**src/rtl/rxs_pkg.sv**
```systemverilog
// Shared types, constants and the sequencer microcode for the record exchange sorter.
// Used by rxs_sequencer, rxs_datapath and record_exchange_sort_by_key; depends on nothing.
`default_nettype none

package rxs_pkg;

  // Default capacity of the record store.
  localparam int MAX_RECORDS_DEF = 64;

  // Input item: one record, plus the mark that closes the set.
  typedef struct packed {
    logic [15:0] hours_key;
    logic [11:0] birth_year;
    logic [7:0]  record_tag;
    logic        last_record;
  } rec_in_t;

  // Result item: one sorted record with run status.
  typedef struct packed {
    logic [15:0] out_hours;
    logic [11:0] out_birth_year;
    logic [7:0]  out_tag;
    logic        out_last;
    logic        overflowed;
  } rec_out_t;

  // Stored record as held in the record memory.
  typedef struct packed {
    logic [15:0] hours;
    logic [11:0] year;
    logic [7:0]  tag;
  } rec_t;

  // Microprogram step addresses.
  typedef enum logic [2:0] {
    ST_IDLE  = 3'd0,
    ST_START = 3'd1,
    ST_OUTER = 3'd2,
    ST_LDCUR = 3'd3,
    ST_INNER = 3'd4,
    ST_EMIT  = 3'd5,
    ST_NEXT  = 3'd6,
    ST_DONE  = 3'd7
  } step_e;

  // Branch conditions tested by the sequencer.
  typedef enum logic [2:0] {
    COND_ALWAYS   = 3'd0,
    COND_ACC_LAST = 3'd1,
    COND_J_LT_N   = 3'd2,
    COND_J1_LT_N  = 3'd3,
    COND_OUT_FREE = 3'd4,
    COND_I1_LT_N  = 3'd5
  } cond_e;

  // One control word of the microprogram.
  typedef struct packed {
    logic  accept;   // take input items and store them
    logic  clr_i;    // outer index to zero
    logic  rd_i;     // read the record at the outer index
    logic  j_init;   // inner index to outer index plus one
    logic  cur_ld;   // load the running record from read data
    logic  cmp;      // compare and swap against the inner record
    logic  j_inc;    // advance the inner index, read ahead
    logic  emit;     // hand the running record to the output register
    logic  i_inc;    // advance the outer index
    logic  clr_set;  // clear count and drop flag for the next set
    cond_e cond;
    step_e t_true;
    step_e t_false;
  } ctrl_t;

  // Status flags from the datapath to the sequencer.
  typedef struct packed {
    logic acc_last;
    logic j_lt_n;
    logic j1_lt_n;
    logic out_free;
    logic i1_lt_n;
  } stat_t;

  // Microcode ROM: one control word per step.
  function automatic ctrl_t ucode_rom(step_e step);
    ctrl_t w;
    w = '0;
    w.cond    = COND_ALWAYS;
    w.t_true  = ST_IDLE;
    w.t_false = ST_IDLE;
    unique case (step)
      ST_IDLE: begin
        w.accept  = 1'b1;
        w.cond    = COND_ACC_LAST;
        w.t_true  = ST_START;
        w.t_false = ST_IDLE;
      end
      ST_START: begin
        w.clr_i   = 1'b1;
        w.t_true  = ST_OUTER;
      end
      ST_OUTER: begin
        w.rd_i    = 1'b1;
        w.j_init  = 1'b1;
        w.t_true  = ST_LDCUR;
      end
      ST_LDCUR: begin
        w.cur_ld  = 1'b1;
        w.cond    = COND_J_LT_N;
        w.t_true  = ST_INNER;
        w.t_false = ST_EMIT;
      end
      ST_INNER: begin
        w.cmp     = 1'b1;
        w.j_inc   = 1'b1;
        w.cond    = COND_J1_LT_N;
        w.t_true  = ST_INNER;
        w.t_false = ST_EMIT;
      end
      ST_EMIT: begin
        w.emit    = 1'b1;
        w.cond    = COND_OUT_FREE;
        w.t_true  = ST_NEXT;
        w.t_false = ST_EMIT;
      end
      ST_NEXT: begin
        w.i_inc   = 1'b1;
        w.cond    = COND_I1_LT_N;
        w.t_true  = ST_OUTER;
        w.t_false = ST_DONE;
      end
      ST_DONE: begin
        w.clr_set = 1'b1;
        w.t_true  = ST_IDLE;
      end
    endcase
    return w;
  endfunction

endpackage

`default_nettype wire

```
**src/rtl/rxs_sequencer.sv**
```systemverilog
// Microcode sequencer: step register, ROM lookup and conditional branch.
// Depends on rxs_pkg for the control word, status flags and microcode ROM.
`default_nettype none

module rxs_sequencer (
  input  wire logic          clk_i,
  input  wire logic          rst_ni,
  input  wire rxs_pkg::stat_t stat_i,
  output rxs_pkg::ctrl_t     ctrl_o
);
  import rxs_pkg::*;

  step_e upc_q, upc_d;
  logic  cond_ok;

  // Control word of the current step.
  assign ctrl_o = ucode_rom(upc_q);

  // Evaluate the branch condition of the current step.
  always_comb begin
    unique case (ctrl_o.cond)
      COND_ALWAYS:   cond_ok = 1'b1;
      COND_ACC_LAST: cond_ok = stat_i.acc_last;
      COND_J_LT_N:   cond_ok = stat_i.j_lt_n;
      COND_J1_LT_N:  cond_ok = stat_i.j1_lt_n;
      COND_OUT_FREE: cond_ok = stat_i.out_free;
      COND_I1_LT_N:  cond_ok = stat_i.i1_lt_n;
      default:       cond_ok = 1'b1;
    endcase
    upc_d = cond_ok ? ctrl_o.t_true : ctrl_o.t_false;
  end

  // Step register.
  always_ff @(posedge clk_i or negedge rst_ni) begin
    if (!rst_ni) begin
      upc_q <= ST_IDLE;
    end else begin
      upc_q <= upc_d;
    end
  end

endmodule

`default_nettype wire

```
**src/rtl/rxs_datapath.sv**
```systemverilog
// Datapath of the record sorter: record memory, indices, running record and output register.
// Depends on rxs_pkg; steered by the control word from rxs_sequencer.
`default_nettype none

module rxs_datapath #(
  parameter int MAX_RECORDS = rxs_pkg::MAX_RECORDS_DEF
) (
  input  wire logic             clk_i,
  input  wire logic             rst_ni,
  input  wire rxs_pkg::ctrl_t   ctrl_i,
  output rxs_pkg::stat_t        stat_o,
  input  wire logic             in_valid_i,
  input  wire rxs_pkg::rec_in_t in_data_i,
  output logic                  in_stall_o,
  output logic                  out_valid_o,
  input  wire logic             out_stall_i,
  output rxs_pkg::rec_out_t     out_data_o
);
  import rxs_pkg::*;

  localparam int AW  = $clog2(MAX_RECORDS);
  localparam int CW  = $clog2(MAX_RECORDS + 1);
  localparam int CW1 = CW + 1;
  localparam logic [CW-1:0] MaxCnt = CW'(MAX_RECORDS);

  rec_t            mem_q [MAX_RECORDS];
  rec_t            rd_q;
  rec_t            cur_q, cur_d;
  rec_out_t        out_q, out_d;
  logic            out_valid_q, out_valid_d;
  logic [CW-1:0]   cnt_q, cnt_d;
  logic            drop_q, drop_d;
  logic [AW-1:0]   i_q, i_d;
  logic [CW-1:0]   j_q, j_d;

  logic            in_fire;
  logic            has_room;
  logic            swap;
  logic            out_free;
  logic            emit_fire;
  logic [CW1-1:0]  i_nxt, j_nxt, cnt_ext;
  rec_t            in_rec;
  logic            wr_en;
  logic [AW-1:0]   wr_addr, rd_addr;
  rec_t            wr_data;

  // Handshake and compare terms.
  assign in_stall_o = !ctrl_i.accept;
  assign in_fire    = in_valid_i && ctrl_i.accept;
  assign has_room   = cnt_q < MaxCnt;
  assign i_nxt      = CW1'(i_q) + CW1'(1);
  assign j_nxt      = CW1'(j_q) + CW1'(1);
  assign cnt_ext    = CW1'(cnt_q);
  assign swap       = ctrl_i.cmp && (cur_q.hours > rd_q.hours);
  assign out_free   = !out_valid_q || !out_stall_i;
  assign emit_fire  = ctrl_i.emit && out_free;

  assign in_rec.hours = in_data_i.hours_key;
  assign in_rec.year  = in_data_i.birth_year;
  assign in_rec.tag   = in_data_i.record_tag;

  // Status back to the sequencer.
  assign stat_o.acc_last = in_fire && in_data_i.last_record;
  assign stat_o.j_lt_n   = j_q < cnt_q;
  assign stat_o.j1_lt_n  = j_nxt < cnt_ext;
  assign stat_o.out_free = out_free;
  assign stat_o.i1_lt_n  = i_nxt < cnt_ext;

  // Memory port selection: loading writes at the fill count, a swap writes at the inner index.
  always_comb begin
    wr_en   = 1'b0;
    wr_addr = cnt_q[AW-1:0];
    wr_data = in_rec;
    if (in_fire && has_room) begin
      wr_en = 1'b1;
    end else if (swap) begin
      wr_en   = 1'b1;
      wr_addr = j_q[AW-1:0];
      wr_data = cur_q;
    end
    if (ctrl_i.rd_i) begin
      rd_addr = i_q;
    end else if (ctrl_i.j_inc) begin
      rd_addr = j_nxt[AW-1:0];
    end else begin
      rd_addr = j_q[AW-1:0];
    end
  end

  // Record memory with registered read data.
  always_ff @(posedge clk_i) begin
    if (wr_en) begin
      mem_q[wr_addr] <= wr_data;
    end
    rd_q <= mem_q[rd_addr];
  end

  // Next values of indices, counters, running record and output register.
  always_comb begin
    cnt_d       = cnt_q;
    drop_d      = drop_q;
    i_d         = i_q;
    j_d         = j_q;
    cur_d       = cur_q;
    out_d       = out_q;
    out_valid_d = out_valid_q;

    if (ctrl_i.clr_set) begin
      cnt_d  = '0;
      drop_d = 1'b0;
    end else if (in_fire) begin
      if (has_room) begin
        cnt_d = cnt_q + CW'(1);
      end else begin
        drop_d = 1'b1;
      end
    end

    if (ctrl_i.clr_i) begin
      i_d = '0;
    end else if (ctrl_i.i_inc) begin
      i_d = i_nxt[AW-1:0];
    end

    if (ctrl_i.j_init) begin
      j_d = i_nxt[CW-1:0];
    end else if (ctrl_i.j_inc) begin
      j_d = j_nxt[CW-1:0];
    end

    // The running record takes the smaller key on a swap.
    if (ctrl_i.cur_ld || swap) begin
      cur_d = rd_q;
    end

    if (emit_fire) begin
      out_valid_d            = 1'b1;
      out_d.out_hours        = cur_q.hours;
      out_d.out_birth_year   = cur_q.year;
      out_d.out_tag          = cur_q.tag;
      out_d.out_last         = !stat_o.i1_lt_n;
      out_d.overflowed       = drop_q;
    end else if (!out_stall_i) begin
      out_valid_d = 1'b0;
    end
  end

  // Control registers.
  always_ff @(posedge clk_i or negedge rst_ni) begin
    if (!rst_ni) begin
      cnt_q       <= '0;
      drop_q      <= 1'b0;
      i_q         <= '0;
      j_q         <= '0;
      out_valid_q <= 1'b0;
    end else begin
      cnt_q       <= cnt_d;
      drop_q      <= drop_d;
      i_q         <= i_d;
      j_q         <= j_d;
      out_valid_q <= out_valid_d;
    end
  end

  // Payload registers.
  always_ff @(posedge clk_i) begin
    cur_q <= cur_d;
    out_q <= out_d;
  end

  assign out_valid_o = out_valid_q;
  assign out_data_o  = out_q;

endmodule

`default_nettype wire

```
**src/rtl/record_exchange_sort_by_key.sv**
```systemverilog
// Top level of the record exchange sorter: microcode sequencer plus datapath.
// Depends on rxs_pkg, rxs_sequencer and rxs_datapath.
//
// Usage: records enter on the input channel (in_valid_i / in_stall_o / in_data_i), one per
// item, and are stored at one item per cycle while the stall output is low. Up to
// MAX_RECORDS records are kept; further records of the set are dropped and the overflowed
// flag is raised on every result of the run. The item with last_record set closes the set;
// the stall output then rises while the stored records are sorted by ascending hours_key
// (exchange order, so ties follow that procedure) and streamed out on the output channel
// (out_valid_o / out_stall_i / out_data_o), the final result carrying out_last.
// The time for each result is bound by the single compare-and-swap step of the inner loop
// over the one-write-port record memory. After the last result enters the output register,
// the sequencer passes its advance and done steps before the input stall drops.
// A stalled output holds its item and the sequencer waits at the hand-off step.
// Reset clears the fill count, drop flag, output valid and returns to the load step;
// the record memory is not cleared, since only entries written in the current set are used.
`default_nettype none

module record_exchange_sort_by_key #(
  parameter int MAX_RECORDS = rxs_pkg::MAX_RECORDS_DEF
) (
  input  wire logic              clk_i,
  input  wire logic              rst_ni,
  input  wire logic              in_valid_i,
  output logic                   in_stall_o,
  input  wire rxs_pkg::rec_in_t  in_data_i,
  output logic                   out_valid_o,
  input  wire logic              out_stall_i,
  output rxs_pkg::rec_out_t      out_data_o
);
  import rxs_pkg::*;

  ctrl_t ctrl;
  stat_t stat;

  // Step sequencer running the microprogram.
  rxs_sequencer u_seq (
    .clk_i  (clk_i),
    .rst_ni (rst_ni),
    .stat_i (stat),
    .ctrl_o (ctrl)
  );

  // Record memory, indices and output register.
  rxs_datapath #(
    .MAX_RECORDS (MAX_RECORDS)
  ) u_dp (
    .clk_i       (clk_i),
    .rst_ni      (rst_ni),
    .ctrl_i      (ctrl),
    .stat_o      (stat),
    .in_valid_i  (in_valid_i),
    .in_data_i   (in_data_i),
    .in_stall_o  (in_stall_o),
    .out_valid_o (out_valid_o),
    .out_stall_i (out_stall_i),
    .out_data_o  (out_data_o)
  );

endmodule

`default_nettype wire

```
**config.mk**
```make
export PLATFORM = sky130hd
export DESIGN_NAME = record_exchange_sort_by_key
export DESIGN_NICKNAME = d
export VERILOG_FILES = /design/src/rtl/rxs_pkg.sv /design/src/rtl/rxs_sequencer.sv /design/src/rtl/rxs_datapath.sv /design/src/rtl/record_exchange_sort_by_key.sv
export SDC_FILE = /design/constraint.sdc
export NUM_CORES = 2
export LEC_CHECK = 0
export BUFFER_PORTS_ARGS = -buffer_cell sky130_fd_sc_hd__buf_2
export CORE_MARGIN = 5
export CORE_UTILIZATION = 27
export CTS_CLUSTER_SIZE = 28
export DETAILED_ROUTE_END_ITERATION = 6
export PLACE_DENSITY = 0.44
export SYNTH_ARGS = -nofsm -noshare
export SYNTH_HDL_FRONTEND = slang
export SYNTH_HIERARCHICAL = 1
export SYNTH_SLANG_ARGS = --single-unit
```
**constraint.sdc**
```tcl
create_clock -name clk_i -period 13.48 [get_ports clk_i]
set_input_delay 2.696 -clock clk_i [delete_from_list [all_inputs] [get_ports clk_i]]
set_output_delay 2.696 -clock clk_i [all_outputs]
set_load 0.01 [all_outputs]
```
# Word-level counts from Yosys, hierarchy flattened
# Memories as Yosys holds them, arrays and structs flattened. A register that Yosys moved wholly into a read port is not among the register bits.
# Index checks and enable logic that the tools add are counted.
[word_totals]
reg_bits = 99
ramBits = 2304
inputBits = 41
out_inout_bits = 40
elab_cells = 93
memories = 1
[memory_table]
columns = ["memory", "depth", "word_bits", "read_ports", "rd_clocked_by_memory_dff", "write_ports", "line", "text"]
rows = [
  ["u_dp.mem_q", 64, 36, 1, 1, 1, "rxs_datapath.sv:26", "rec_t mem_q [MAX_RECORDS];"],
]
[op_classes]
addsub = 3
order_cmp = 5
n_eq_ne = 14
n_mux = 35
n_reduce_logical = 21
[ops]
columns = ["cell", "n"]
rows = [
  ["$mux 36", 2],
  ["$mux 6", 6],
  ["$mux 7", 5],
  ["$eq 3x3->1 const B", 6],
  ["$pmux 3 s6", 1],
  ["$gt 16x16->1", 1],
  ["$lt 8x7->1", 2],
  ["$mux 1", 15],
  ["$pmux 3 s5", 1],
  ["$eq 3x2->1 const B", 4],
  ["$add 7x1->8 const B", 1],
  ["$reduce_bool 2->1", 4],
  ["$add 6x1->7 const B", 1],
  ["$add 7x1->7 const B", 1],
  ["$lt 7x7->1", 1],
  ["$lt 7x7->1 const B", 1],
  ["$eq 3x1->1 const B", 2],
  ["$pmux 3 s2", 1],
  ["$logic_and 1x1->1", 5],
  ["$pmux 1 s5", 1],
  ["$logic_not 1->1", 4],
  ["$mux 2", 2],
  ["$reduce_and 2->1", 2],
  ["$reduce_or 2->1", 2],
  ["other kinds (6)", 7],
]

# Longest topological paths before layout
[depth]
word_depth = 7
mapped_depth = 17
depth_no_buf = 14

# Cells and area by module
# Netlist, hierarchy kept.
[modules_own_cells]
columns = ["mod", "n_inst", "cells_per_inst", "area_each_um2", "seq_area_each_um2"]
rows = [
  ["rxs_datapath", 1, 4385, 93453.4, 72679.7],
  ["rxs_sequencer", 1, 43, 359.1, 75.1],
]

# Worst setup path before layout
# Ideal clock, no wire load.
[synth_timing]
path_type = "input to register"
start = "input in_valid_i"
end = "memory u_dp/mem_q[10][0] in the netlist's numbering (enable)"
setup_ns = 0.519
arrival_time_ns = 7.550
required_time_ns = 12.961
path_slack_ns = 5.410
stages = 7
n_path_buf = 2
cell_sequence = "nand3_1 and3_1 clkbuf_1 nand2_1 mux2_2 clkbuf_1 nor4_1"
[synth_via]
elab_chain_len = 5
word_cells_on_any_way = 6
cone_classes = "mux: 4; reduce/logical: 2"
[synth_lines]
columns = ["item", "line", "text"]
rows = [
  ["start, declared", "record_exchange_sort_by_key.sv:24", "input wire logic in_valid_i,"],
  ["$logic_and 1x1->1 (*)", "rxs_datapath.sv:49", "assign in_fire = in_valid_i && ctrl_i.accept;"],
  ["$logic_and 1x1->1 (*)", "rxs_datapath.sv:74", "if (in_fire && has_room) begin"],
  ["$mux 1", "rxs_datapath.sv:74", ""],
  ["$mux 1", "rxs_datapath.sv:92", "if (wr_en) begin"],
  ["$mux 1 (not written as such)", "rxs_datapath.sv:93", "mem_q[wr_addr] <= wr_data;"],
  ["end, declared", "rxs_datapath.sv:26", ""],
]
# Every way passes the cells marked *; elsewhere a longest branch is shown, timed or not.

# Worst setup path after layout
[layout_timing]
start = "register u_seq.upc_q[0]"
end = "register, netlist name u_dp/rd_q[3]"
[layout_via]
elab_chain_len = 4
word_cells_on_any_way = 6
cone_classes = "eq/ne: 2; mux: 4"
[layout_lines]
columns = ["item", "line", "text"]
rows = [
  ["start, declared", "rxs_sequencer.sv:13", "step_e upc_q, upc_d;"],
  ["start signal, assigned", "rxs_sequencer.sv:38", "upc_q <= upc_d;"],
  ["$eq 3x3->1", "rxs_pkg.sv:89", "unique case (step)"],
  ["$mux 2", "rxs_pkg.sv:89", ""],
  ["$mux 6", "rxs_datapath.sv:83", "end else if (ctrl_i.j_inc) begin"],
  ["$mux 6 (*)", "rxs_datapath.sv:81", "if (ctrl_i.rd_i) begin"],
]
# Marked as above.
# A chain may end at the register's enable or synchronous reset.

==> results.sh <==
export IMPL_status="complete, no violations"
export IMPL_period_needed_ns=6.33
export IMPL_synth_avg_cell_area_um2=21.2
export IMPL_via_per_inst=4.91
export IMPL_end_kind="flip-flop"
export IMPL_min_path_type="reg2reg"
export IMPL_die_width_um=599
export IMPL_dr_total_vias=46500
export IMPL_num_rows=216
export IMPL_fillers=33000
export IMPL_grt_max_degree=119
export IMPL_die_h_um=599
export IMPL_p_sw_mw=8.09
export IMPL_ant_nets=0
export IMPL_tightest_slew_ns=1.44
export IMPL_clk_latency_ns=0.84
export IMPL_reg2reg_slack_ns=7.16
export IMPL_hold_viol_final=0
export IMPL_multi_input_area_mm2=0.0204
export IMPL_pin_count=81
export IMPL_gp_congestion=0.751
export IMPL_pwr_share_clk=0.294
export IMPL_drtIter0Drc=4209
export IMPL_seqCellArea_mm2=0.0728
export IMPL_required_ns=14.16
export IMPL_p_seq_frac=0.375
export IMPL_area_growth_syn_to_layout_pct=16.6
export IMPL_powerDensity_mw_per_mm2=226
export IMPL_cts_reportedPaths_clkPinSlew_ns=0.06
export IMPL_slew_headroom=0.0299
export IMPL_tritoncts="done"
export IMPL_final_max_slew_viol_count=0
export IMPL_overflow=0
export IMPL_antenna_found_initial=30
export IMPL_r2r_start="u_seq/upc_q[0]"
export IMPL_crit_end="u_dp/rd_q[3]"
export IMPL_synth_fp_nets=4502
export IMPL_fmax_mhz=158
export IMPL_h_tree_depth=5
export IMPL_clk_path_buf_depth=4
export IMPL_postCtsSetupBuffers=0
export IMPL_drive_gt1_frac=0.265
export IMPL_dp_hpwl_mm=154
export IMPL_core_mm2=0.346
export IMPL_dr_pass1_iters=6
export IMPL_grt_pass1_wl_mm=386
export IMPL_finalNonFillerCells=9482
export IMPL_cts_repair_resize_count=0
export IMPL_path_max_fanout=39
export IMPL_wl_per_cell_um=29.4
export IMPL_setup_tns_ns=0
export IMPL_p_comb_frac=0.331
export IMPL_vdd_drop_max_v=0.000259
export IMPL_critical_path_arrival_ns=7.00
export IMPL_postSynthCellCount=4423
export IMPL_cp_cell_sequence="nor2_1, and2_1, nand2b_1, o21ai_4, buf_4, buf_4, buf_4, mux4_2, a22oi_1, nand2_1, or4_1"
export IMPL_r2r_end="u_dp/rd_q[3]"
export IMPL_port_buffers=80
export IMPL_maxCapViolations=0
export IMPL_numCtsBuffers=271
export IMPL_crit_type="reg2reg"
export IMPL_dp_cells=8997
export IMPL_cp_common_cell="buf_4"
export IMPL_reg2reg_depth=11
export IMPL_cts_root_buffer="clkbuf_16"
export IMPL_final_cell_mix="edfxtp_1 (2378), mux4_2 (524), clkbuf_16 (277), nand2_1 (200), buf_4 (165)"
export IMPL_finalNetCount=4772
export IMPL_slowest_delay_ns=0.78
export IMPL_cp_startpoint="u_seq/upc_q[0]"
export IMPL_die_area_mm2=0.359
export IMPL_cp_start_kind="flip-flop"
export IMPL_start_util=0.271
export IMPL_finalCritPeriodShare=0.469
export IMPL_setup_viol=0
export IMPL_p_sw_frac=0.328
export IMPL_grt_use_total=0.152
export IMPL_yosys_warnings=6
export IMPL_leakagePower_nw=33.5
export IMPL_slowest_stage="buf_4"
export IMPL_drc=0
export IMPL_syn_area_mm2=0.0938
export IMPL_p_int_mw=16.6
export IMPL_grt_pass1_vias=47600
export IMPL_grt_setup_unrepaired="false"
export IMPL_ctsHoldBuffers=0
export IMPL_final_common_cell="edfxtp_1"
export IMPL_clock_sinks=2439
export IMPL_skew_ns=0.0721
export IMPL_wl_mm=278
## worst max-delay path, delay by kind of cell, from the launching register on
kind	cells	cell delay, ns
buffers and inverters	3	2.13
and+or+nand+nor	5	2.07
AOI/OAI and AO/OA	2	0.67
muxes	1	0.63
DFF	1	0.51
## final cells by class
type | instances | area share
diodes | 11 | 0.000252
clock buffers | 353 | 0.0672
clock inverters | 120 | 0.0114
inverters | 31 | 0.00106
multi-input cells | 1699 | 0.186
flip-flops and latches | 2439 | 0.665
well taps | 4578 | 0.0524
repair buffers | 251 | 0.0160
## registers in the layout, indices dropped and copies added (netlist names), 3 cells and up
name,count
u_dp/out_data_o,38
u_dp/i_q,6
u_dp/j_q,7
u_dp/cur_q,36
u_dp/cnt_q,7
u_dp/mem_q,2304
u_dp/rd_q,36
u_seq/upc_q,3
## power groups by stage
stage                     registers [mW]  logic, mW  clock network, mW
after floorplan                     9.27       5.41                  0
after global placement              9.43       8.26                  0
after detailed placement            9.44       8.35                  0
after CTS                           9.28       8.36               7.45
after global routing                9.28       8.75               7.77
final                               9.27       8.16               7.26
## routing by layer
metal / vias up / GRT usage / part of all wire / routed length [µm]
met3: 355 / 0.0226 / 0.055 / 15300
met1: 25600 / 0.210 / 0.43 / 120000
met4: 12 / 0.0334 / 0.021 / 5900
li1: 19300 / - / - / -
met2: 1290 / 0.254 / 0.49 / 137000
met5: - / 0 / 0.00026 / 73
## worst min-delay path by stage
stage / depth (start not counted) / end / start / slack (ns)
floorplan: 0 / u_dp/cur_q[0] / u_dp/rd_q[0] / 0.39
CTS: 0 / u_dp/cur_q[33] / u_dp/rd_q[33] / 0.44
finish: 0 / u_dp/cur_q[33] / u_dp/rd_q[33] / 0.45
global route: 0 / u_dp/cur_q[33] / u_dp/rd_q[33] / 0.45
detailed placement: 0 / u_dp/cur_q[19] / u_dp/rd_q[19] / 0.42
global placement: 0 / u_dp/cur_q[19] / u_dp/rd_q[19] / 0.42
## per-stage QoR
step | worst slack, ns | util | hold WS [ns] | instance area, µm² | total power [mW]
floorplan | 5.41 | - | 0.386 | 93800 | 14.7
global placement | 6.99 | 0.291 | 0.421 | 101000 | 17.7
detailed placement | 7.07 | 0.291 | 0.424 | 101000 | 17.8
CTS | 7.02 | 0.316 | 0.441 | 109000 | 25.1
global route | 6.74 | 0.316 | 0.446 | 109000 | 25.8
finish | 7.16 | 0.316 | 0.445 | 109000 | 24.7
(Power assumes the default switching activity.)
